==> config.mk <==
export PLATFORM = sky130hd
export DESIGN_NAME = dpd_delay
export DESIGN_NICKNAME = d
export VERILOG_FILES = /design/src/dpd_delay.sv
export SDC_FILE = /design/constraint.sdc
export NUM_CORES = 1
export LEC_CHECK = 0
export BUFFER_PORTS_ARGS = -buffer_cell sky130_fd_sc_hd__buf_2
export CAP_MARGIN = 20
export CORE_UTILIZATION = 34
export CTS_BUF_LIST = sky130_fd_sc_hd__clkbuf_8
export CTS_CLUSTER_DIAMETER = 150
export CTS_CLUSTER_SIZE = 8
export DETAILED_ROUTE_END_ITERATION = 12
export PLACE_DENSITY_LB_ADDON = 0.25
export SLEW_MARGIN = 30
export SYNTH_ARGS = -nofsm -noshare
export SYNTH_HDL_FRONTEND = slang
export SYNTH_SLANG_ARGS = --single-unit
==> constraint.sdc <==
create_clock -name clk -period 0.8 [get_ports clk]
set_input_delay 0.08 -clock clk [delete_from_list [all_inputs] [get_ports clk]]
set_output_delay 0.08 -clock clk [all_outputs]
set_load 0.02 [all_outputs]
==> src/dpd_delay.sv <==
// Enabled shift-register delay line for pipeline alignment.
// No package dependencies.
module dpd_delay #(
	parameter int W     = 64,
	parameter int DEPTH = 1
) (
	input  logic         clk,
	input  logic         en,
	input  logic [W-1:0] d,
	output logic [W-1:0] q
);

	logic [W-1:0] pipe_q [DEPTH];

	always_ff @(posedge clk) begin
		if (en) begin
			pipe_q[0] <= d;
			for (int i = 1; i < DEPTH; i++) begin
				pipe_q[i] <= pipe_q[i-1];
			end
		end
	end

	assign q = pipe_q[DEPTH-1];

endmodule

* After elaboration in Yosys (flattened, before gate mapping)
Memories as Yosys holds them, arrays and structs flattened.
Cells that the tools add are included.
** Word-level totals
- Register bits :: 0
- Memories kept :: 1
- Memory bits (writable) :: 64
- Word-level logic and storage cells :: 3
- Output and inout bits :: 64
** Cells by class
- Multiplexer cells :: 2
** Memory list
- pipe_q :: words 1, width 64, rd ports 1, clocked after memory_dff 0, write ports 1, RTL line 13 : logic [W-1:0] pipe_q [DEPTH];
** Operators by type and width (count)
- two-way mux 1 bit :: 2

* Logic depth before layout (Yosys ltp)
Gate-level depths: netlist (run 1).
- Depth after elaboration :: 2
- Gate-level depth with buffers :: 0
- Mapped depth without buffers :: 0

* Worst setup path before layout (run 1)
OpenSTA, ideal clock, no wires.
- Kind :: register -> output
- Start :: mem pipe_q[0][0]
- End :: out q[0]
- Buffers on the path :: 0
- Cell stages (with the launch flop) :: 1
- Arrival :: 0.449 ns
- Setup slack :: 0.271 ns
- Required time :: 0.720 ns
- Cells stage by stage :: edfxtp_1
** Between the ends
- Longest elaborated chain between the ends :: 1
** RTL lines
- start: declaration :: RTL line 13
- memory (1 x 64 bit)
- end: declaration :: RTL line 10 : output logic [W-1:0] q
No other way between the ends.

* Worst setup path after layout (run 1)
- Start :: mem pipe_q[0][61]
- End :: out q[61]
The elaborated chain is that of the path after synthesis.

==> results.txt, run 1 <==
Gp weighted congestion: 0.629
Boundary Pins: 130
Clock tree sinks: 64
Distinct cells, synth: 1
Critical path required time: 720 ps
Setup TNS: -8050 ps
Largest register FFs: 64
Sequential fraction of the synthesis area: 100%
Post-synthesis cell area: 0.00192 mm²
# fillers: 389
Row count: 27
Post-route DRC: 0
Crit-path cells: buf_2
Die width: 77.2 µm
Max stage delay on crit path: 390 ps
Die area: 0.00596 mm²
Setup bufs post-CTS: 0
Cell taking the most area after synthesis: edfxtp_1
Antenna Cells: 0
Maxcap violations: 0
DR iter-0 viols: 51
Fin crit period: 970 ps
RSZ-0062 raised after global routing: yes
Hold crit path type: primary input to flip-flop
Failing checks: setup timing
Routed Antenna Nets: 0
Fin worst setup slack: -170 ps
Synth Net Count: 130
Gate Count Post-Synth: 64
Multi-input logic area: 0 µm²
Total grt overflow: 0
Largest Register: pipe_q
TritonCTS clock tree: built
Starting density of the core: 35.1%
Family with the most delay on the worst path: flip-flops
Initial antenna violation count: 0
Dpl cell area: 0.00270 mm²
Share of layout cells above drive strength 1: 51.3%
Hold Violations, Final: 0
Critical path type: flip-flop to output pin
Area Overhead vs Synth: 91.5%
Crit path launch type: flip-flop
Status: finished with violations
Average wire per cell in the routed design: 13.5 µm
Finish-stage setup viols: 64
Registers with the most flip-flops: pipe_q (64)
H-tree Lvls: 3
Largest net degree at the start of global routing: 35
CP endpoint kind: output pin
Clk slew on worst S/H paths: 60 ps
Fin. max-slew vios: 0
Die height: 77.2 µm
Synth Register Bits: 64
Maximum VDD drop: 0.00144 V
Core area: 0.00547 mm²
Final period util: 121%
Vias: 1377
Final instance area: 0.00368 mm²
Combinational Power Share: 16.5%
Ys Warns: 0
Net Sw Frac: 23.4%
Synth Area per Inst: 30.0 µm²
Beginning of the worst hold path: en
P_sw: 1.73 mW
Total CTS buffers: 9
Worst rel slew slack: 87.4%
Least-Margin Pin Slew: 188 ps
Global-route wire length before repair: 6.40 mm
Worst Path Buf+Inv: 1
Vias per cell: 3.99
Drt pass-1 iters: 6
GRT Total Usage: 15.2%
Critical Path AT: 890 ps
Synth top area share: 100%
Vias in the first global route: 1450
Leak pwr: 1.57 nW
Slowest cell on the critical path: edfxtp_1
Pwr/cell area: 2010 mW/mm²
Nets: 336
Multi-In Gates: 0
Top cells by area, synth: edfxtp_1 100%
Final wirelength: 4.66 mm
Final hold slack: 246 ps
Start point of the critical path: pipe_q[0][61]
Critical Path Fanout Max: 1
Max Clock Freq: 1030 MHz
Clk buf depth: 2
Sequential power share: 55.2%
Clock power share: 28.3%
Power Total: 7.40 mW
Int Power: 5.67 mW
IO buf count: 129
Clock root cell: clkbuf_8
-- layout by cell type, fill, tap and decap left out --
master and n:
inv_1 2, clkbuf_8 9, buf_6 32, clkinv_1 3, dlygate4sd3_1 64, edfxtp_1 64
buf_12 2, buf_2 97
-- through the flow --
stage | worst slack [ps] | std cells | utilization, %
4_1_cts | -174 | 345 | 64.7
6_report | -170 | 345 | 67.3
5_1_grt | -215 | 345 | 67.3
3_3_place_gp | 39.4 | 267 | 49.3
3_5_place_dp | 35.0 | 267 | 49.3
2_1_floorplan | 271 | 64 | -
-- final cells by class --
cell class	instances	area [µm²]	share of cell area, %
clock buffer	9	124	3.37
sequential	64	1920	52.2
timing repair buffer	195	1530	41.5
tap	72	90.1	2.45
clock inverter	5	18.8	0.510
-- worst paths after layout --
kind / endpoint / depth (start not counted)
worst max-delay path: q[61] / 1
worst min-delay path: pipe_q[0][58] / 2
-- power groups by stage --
stage	Sequential, mW	Combinational (mW)	Clock, mW
global route	4.10	1.28	2.30
finish	4.08	1.22	2.10
global placement	4.10	0.816	0
floorplan	4.48	0	0
detailed placement	4.11	0.824	0
CTS	4.05	1.11	2.17
-- cells in the mapped netlist --
cell type	count
edfxtp_1	64
-- logic make-up (layout without fill, tap and decap cells) --
family / Yosys count / after routing / share of synthesized area [%]
buf+inv: 0 / 209 / 0
flops: 64 / 64 / 100
-- what timing repair did --
item,CTS,global route
cloned,0,0
endpoints found under the setup margin,64,64
endpoints found under the hold margin,64,0
hold buffers,64,0
gates resized for setup,20,44
-- layer usage --
metal	track usage (%)	vias up	share of wire, %	wire length (µm)
li1	-	673	-	-
met4	6.79	0	0.54	25
met1	14.3	625	36	1660
met3	7.74	2	8.2	382
met5	0	-	0	0
met2	27.2	77	56	2590
Note: power is estimated with default switching activity, not from simulation.
==> run 2, diff against run 1 <==
Settings changed: CELL_PAD_IN_SITES_DETAIL_PLACEMENT set to 2, CELL_PAD_IN_SITES_GLOBAL_PLACEMENT set to 2, CORE_UTILIZATION 34 to 28.
==> run 2 against run 1 <==
Against the previous run: the flow finishes with violations (DRC, setup timing); power up 10%; sequential power rose by 1%; combinational power increased by 13%; first-iteration DRC count increased by 16%; cell area is 5.0% higher; global-route usage increased by 3.4 points; via count is 6.0% higher; critical path depth unchanged; clock-buffer cell count stayed put; worst setup slack got worse by 55 ps.
==> results.txt, run 2 (synthesis gave the netlist of run 1 again) <==
Leak pwr: 1.63 nW (+4.3%)
Vias per cell: 4.14 (+3.6%)
Multi-input logic area: 0 µm² (unchanged)
Largest register FFs: 64 (unchanged)
Worst Path Buf+Inv: 1 (unchanged)
Finished Core Util: 59.5% (-7.8 points)
Maximum VDD drop: 0.000971 V (-33%)
Slowest cell on the critical path: edfxtp_1
Commonest non-fill, non-tap cell in the layout: buf_2
Critical path required time: 720 ps (about the same)
Core area: 0.00649 mm² (+19%)
Initial antenna violation count: 1 (+1)
Clock root cell: clkbuf_8
Drt pass-1 iters: 10 (+4)
Total CTS buffers: 9 (unchanged)
Family with the most delay on the worst path: flip-flops
Registers with the most flip-flops: pipe_q (64)
Pwr/cell area: 2110 mW/mm² (+5.0%)
Least-Margin Pin Slew: 198 ps (+9.39 ps)
Share of layout cells above drive strength 1: 52.0% (+0.72 points)
Starting density of the core: 29.6% (-5.5 points)
Area Overhead vs Synth: 101%
Failing checks: DRC, setup timing
Most frequent cells in the layout: 75 x buf_2, 64 x dlygate4sd3_1, 64 x edfxtp_1
GRT Total Usage: 18.6% (+3.4 points)
Beginning of the worst hold path: en
Nets: 336 (unchanged)
Finish-stage setup viols: 64 (unchanged)
IO buf count: 129 (unchanged)
Fin. max-slew vios: 0 (unchanged)
TritonCTS clock tree: built
Crit path launch type: flip-flop
Average wire per cell in the routed design: 21.4 µm (+58%)
Setup bufs post-CTS: 0 (unchanged)
Max Clock Freq: 975 MHz (-5.3%)
# fillers: 544 (+40%)
CP endpoint kind: output pin
Row count: 29 (+7.4%)
Status: finished with violations
Routed Antenna Nets: 0 (unchanged)
Hold EP: pipe_q[0][38]
H-tree Lvls: 3 (unchanged)
Final wirelength: 7.55 mm (+62%)
Worst rel slew slack: 86.8% (-0.63 points)
DR iter-0 viols: 59 (+16%)
Boundary Pins: 130 (unchanged)
Maxcap violations: 0 (unchanged)
RSZ-0062 raised after global routing: yes
Gp weighted congestion: 0.673 (+6.9%)
Clock tree sinks: 64 (unchanged)
Multi-In Gates: 0 (unchanged)
Fin worst setup slack: -225 ps (-54.7 ps)
Largest Register: pipe_q
Hold Violations, Final: 0 (unchanged)
Clk buf depth: 2 (unchanged)
Largest net degree at the start of global routing: 36 (+2.9%)
Critical Path Fanout Max: 1 (unchanged)
Total grt overflow: 0 (unchanged)
Critical path type: flip-flop to output pin
Final period util: 128% (+6.8 points)
Die height: 84.8 µm (+9.9%)
Global-route wire length before repair: 9.40 mm (+47%)
Vias: 1460 (+6.0%)
Post-route DRC: 7 (+7)
Vias in the first global route: 1692 (+17%)
Setup TNS: -10130 ps (-2080 ps)
Die width: 84.8 µm (+9.9%)
Hold Path Depth: 2 (unchanged)
Die area: 0.00720 mm² (+21%)
Max stage delay on crit path: 440 ps (+50 ps)
Clk slew on worst S/H paths: 80 ps (+20 ps)
Crit-path cells: buf_6
Hold crit path type: primary input to flip-flop
Fin crit period: 1030 ps (+54.7 ps)
Critical Path AT: 950 ps (+60 ps)
==> run 2: metal layers <==
layer,part of all wire (%),vias to the layer above,GRT usage (%)
li1,-,676,-
met1,35,694,19.2
met2,56,81,33.9
met3,7.3,9,6.52
met4,1.3,0,8.32
met5,0,-,0
==> run 2: layout make-up <==
| class | instances | area, µm² | share of cell area, % |
|---|---|---|---|
| clock inverter | 7 | 55.1 | 1.42 |
| clock buffer | 9 | 124 | 3.21 |
| tap | 77 | 96.3 | 2.49 |
| timing repair buffer | 195 | 1660 | 43.1 |
| antenna | 1 | 2.50 | 0.0648 |
| sequential | 64 | 1920 | 49.7 |
==> run 2: worst max path at each step <==
| stage | from | cells past startpoint | to | slack (ps) |
|---|---|---|---|---|
| 2_1_floorplan | pipe_q[0][0] | 0 | q[0] | 270 |
| 3_3_place_gp | en | 2 | pipe_q[0][15] | 50 |
| 3_5_place_dp | en | 2 | pipe_q[0][30] | 10 |
| 4_1_cts | pipe_q[0][10] | 1 | q[10] | -190 |
| 5_1_grt | pipe_q[0][38] | 1 | q[38] | -250 |
| 6_report | pipe_q[0][38] | 1 | q[38] | -230 |
==> run 2: what timing repair did <==
item                                    4_1_cts  5_1_grt
hold buffers                                 64        0
gates resized for setup                      42       66
endpoints found under the setup margin       64       64
endpoints found under the hold margin        64        0
==> run 2: per-stage QoR <==
step	setup slack [ps]	area, µm²	hold slack, ps	instances	power [mW]
3_3_place_gp	50.2	2700	257	272	4.93
3_5_place_dp	12.1	2700	258	272	4.97
4_1_cts	-185	3650	231	352	7.86
2_1_floorplan	271	1920	179	64	4.48
6_report	-225	3860	237	353	8.16
5_1_grt	-253	3860	232	353	8.46
==> run 2: where the power goes <==
| group | total, mW | internal, mW | switching (mW) |
|---|---|---|---|
| registers | 4.13 | 3.99 | 0.137 |
| clock network | 2.65 | 1.39 | 1.26 |
| logic | 1.38 | 0.746 | 0.636 |
| total | 8.16 | 6.12 | 2.03 |
==> run 3, diff against run 2 <==
Settings changed: BUFFER_PORTS_ARGS -buffer_cell sky130_fd_sc_hd__buf_2 to -buffer_cell sky130_fd_sc_hd__clkbuf_2, CORE_UTILIZATION 28 to 27, CTS_BUF_LIST sky130_fd_sc_hd__clkbuf_8 to sky130_fd_sc_hd__clkbuf_16.
==> run 3 against run 2 <==
Against the previous run: the run ends with setup timing left; power grew 13%; clock power grew 43%; critical path type unchanged; non-clock buffer count unchanged; combinational power fell by 3%; global-route usage shrank 1.4 points; largest power group unchanged; utilization is 1.8 points lower; die area grew 3.6%; routed wire length fell by 7.0%.
==> results.txt, run 3 (synthesis gave the netlist of run 1 again) <==
Status: finished with violations
Failing checks: setup timing
Power Total: 9.25 mW (+13%)
Finish-stage setup viols: 64 (unchanged)
Final period util: 123% (-5.3 points)
Clk buf depth: 2 (unchanged)
Total CTS buffers: 9 (unchanged)
Setup TNS: -8710 ps (+1420 ps)
Slowest cell on the critical path: edfxtp_1
Die height: 86.4 µm (+1.8%)
Maximum VDD drop: 0.00175 V (+80%)
Max stage delay on crit path: 420 ps (-20 ps)
Area Overhead vs Synth: 105%
Fin worst setup slack: -183 ps (+42.3 ps)
Gp weighted congestion: 0.676 (+0.43%)
Setup bufs post-CTS: 0 (unchanged)
Clock root cell: clkbuf_16
Dpl cell area: 0.00273 mm² (+0.88%)
Core area: 0.00683 mm² (+5.2%)
Critical Path Fanout Max: 1 (unchanged)
Drt pass-1 iters: 6 (-4)
Multi-input logic area: 0 µm² (unchanged)
Row count: 30 (+3.4%)
GRT Total Usage: 17.1% (-1.4 points)
Leak pwr: 1.67 nW (+2.4%)
Beginning of the worst hold path: en
Crit path launch type: flip-flop
Hold EP: pipe_q[0][26]
Least-Margin Pin Slew: 191 ps (-6.39 ps)
Fin crit period: 983 ps (-42.3 ps)
Family with the most delay on the worst path: flip-flops
Antenna Cells: 0 (-1)
Boundary Pins: 130 (unchanged)
RSZ-0062 raised after global routing: yes
Final wirelength: 7.02 mm (-7.0%)
Largest net degree at the start of global routing: 35 (-2.8%)
Total grt overflow: 0 (unchanged)
Vias in the first global route: 1681 (-0.65%)
Crit-path cells: buf_6
Critical Path AT: 900 ps (-50 ps)
Critical path type: flip-flop to output pin
Average wire per cell in the routed design: 18.9 µm (-12%)
Max Clock Freq: 1020 MHz (+4.3%)
Largest Register: pipe_q
Largest register FFs: 64 (unchanged)
Hold Path Depth: 2 (unchanged)
Final instance area: 0.00394 mm² (+1.9%)
Worst rel slew slack: 87.2% (+0.43 points)
Clock tree sinks: 64 (unchanged)
Die width: 86.4 µm (+1.8%)
Multi-In Gates: 0 (unchanged)
Die area: 0.00746 mm² (+3.6%)
IO buf count: 129 (unchanged)
Nets: 336 (unchanged)
H-tree Lvls: 3 (unchanged)
Vias per cell: 4.01 (-3.2%)
Commonest non-fill, non-tap cell in the layout: clkbuf_2
# fillers: 615 (+13%)
Pwr/cell area: 2350 mW/mm² (+11%)
Fin. max-slew vios: 0 (unchanged)
Post-Place Setup Slack: 19.0 ps (+6.94 ps)
Hold Violations, Final: 0 (unchanged)
DR iter-0 viols: 67 (+14%)
Vias: 1486 (+1.8%)
Sequential Area: 0.00192 mm² (unchanged)
Hold crit path type: primary input to flip-flop
Most frequent cells in the layout: 65 x clkbuf_2, 64 x dlygate4sd3_1, 64 x edfxtp_1
Share of layout cells above drive strength 1: 52.7% (+0.73 points)
TritonCTS clock tree: built
Starting density of the core: 28.1% (-1.5 points)
Worst Path Buf+Inv: 1 (unchanged)
Initial antenna violation count: 0 (-1)
CP endpoint kind: output pin
Global-route wire length before repair: 8.92 mm (-5.1%)
Clk slew on worst S/H paths: 60 ps (-20 ps)
Routed Antenna Nets: 0 (unchanged)
Maxcap violations: 0 (unchanged)
Critical path required time: 720 ps (about the same)
Post-route DRC: 0 (-7)
Registers with the most flip-flops: pipe_q (64)
[run 3: power by group]
group / internal [mW] / leakage [nW] / total, mW / switching (mW)
Clock: 2.38 / 0.144 / 3.79 / 1.41
Sequential: 4.00 / 0.626 / 4.12 / 0.126
Combinational: 0.704 / 0.903 / 1.34 / 0.632
[run 3: final cells by class]
| class | instances | share of cell area [%] |
|---|---|---|
| Clock buffer | 9 | 5.72 |
| Clock inverter | 7 | 1.62 |
| Sequential cell | 64 | 48.8 |
| Tap cell | 96 | 3.05 |
| Timing Repair Buffer | 195 | 40.8 |
[run 3: repair_timing]
item                       in CTS  in global routing
gates cloned                    0                  0
resized for setup               0                154
pin swaps                       0                  0
setup endpoints to repair      64                 64
hold endpoints to repair       64                  0
hold buffers                   64                  0
[run 3: stage by stage]
step,utilization [%],cells,hold WS (ps)
after floorplan,-,64,179
after global placement,39.9,291,257
after detailed placement,39.9,291,259
after CTS,53.5,371,248
after global routing,57.7,371,266
final,57.7,371,267
[run 3: worst max path at each step]
stage	from	end	slack, ps	cells past startpoint
detailed placement	en	pipe_q[0][5]	20	2
floorplan	pipe_q[0][0]	q[0]	270	0
global route	pipe_q[0][15]	q[15]	-210	1
CTS	pipe_q[0][37]	q[37]	-180	1
global placement	en	pipe_q[0][34]	40	2
finish	pipe_q[0][1]	q[1]	-180	1
[run 3: layer usage]
layer	vias up	global-route usage [%]	share of wire, %
met3	8	6.57	7.0
met5	-	0	0
met1	727	16.2	32
met2	77	33.3	60
li1	674	-	-
met4	0	6.06	1.4
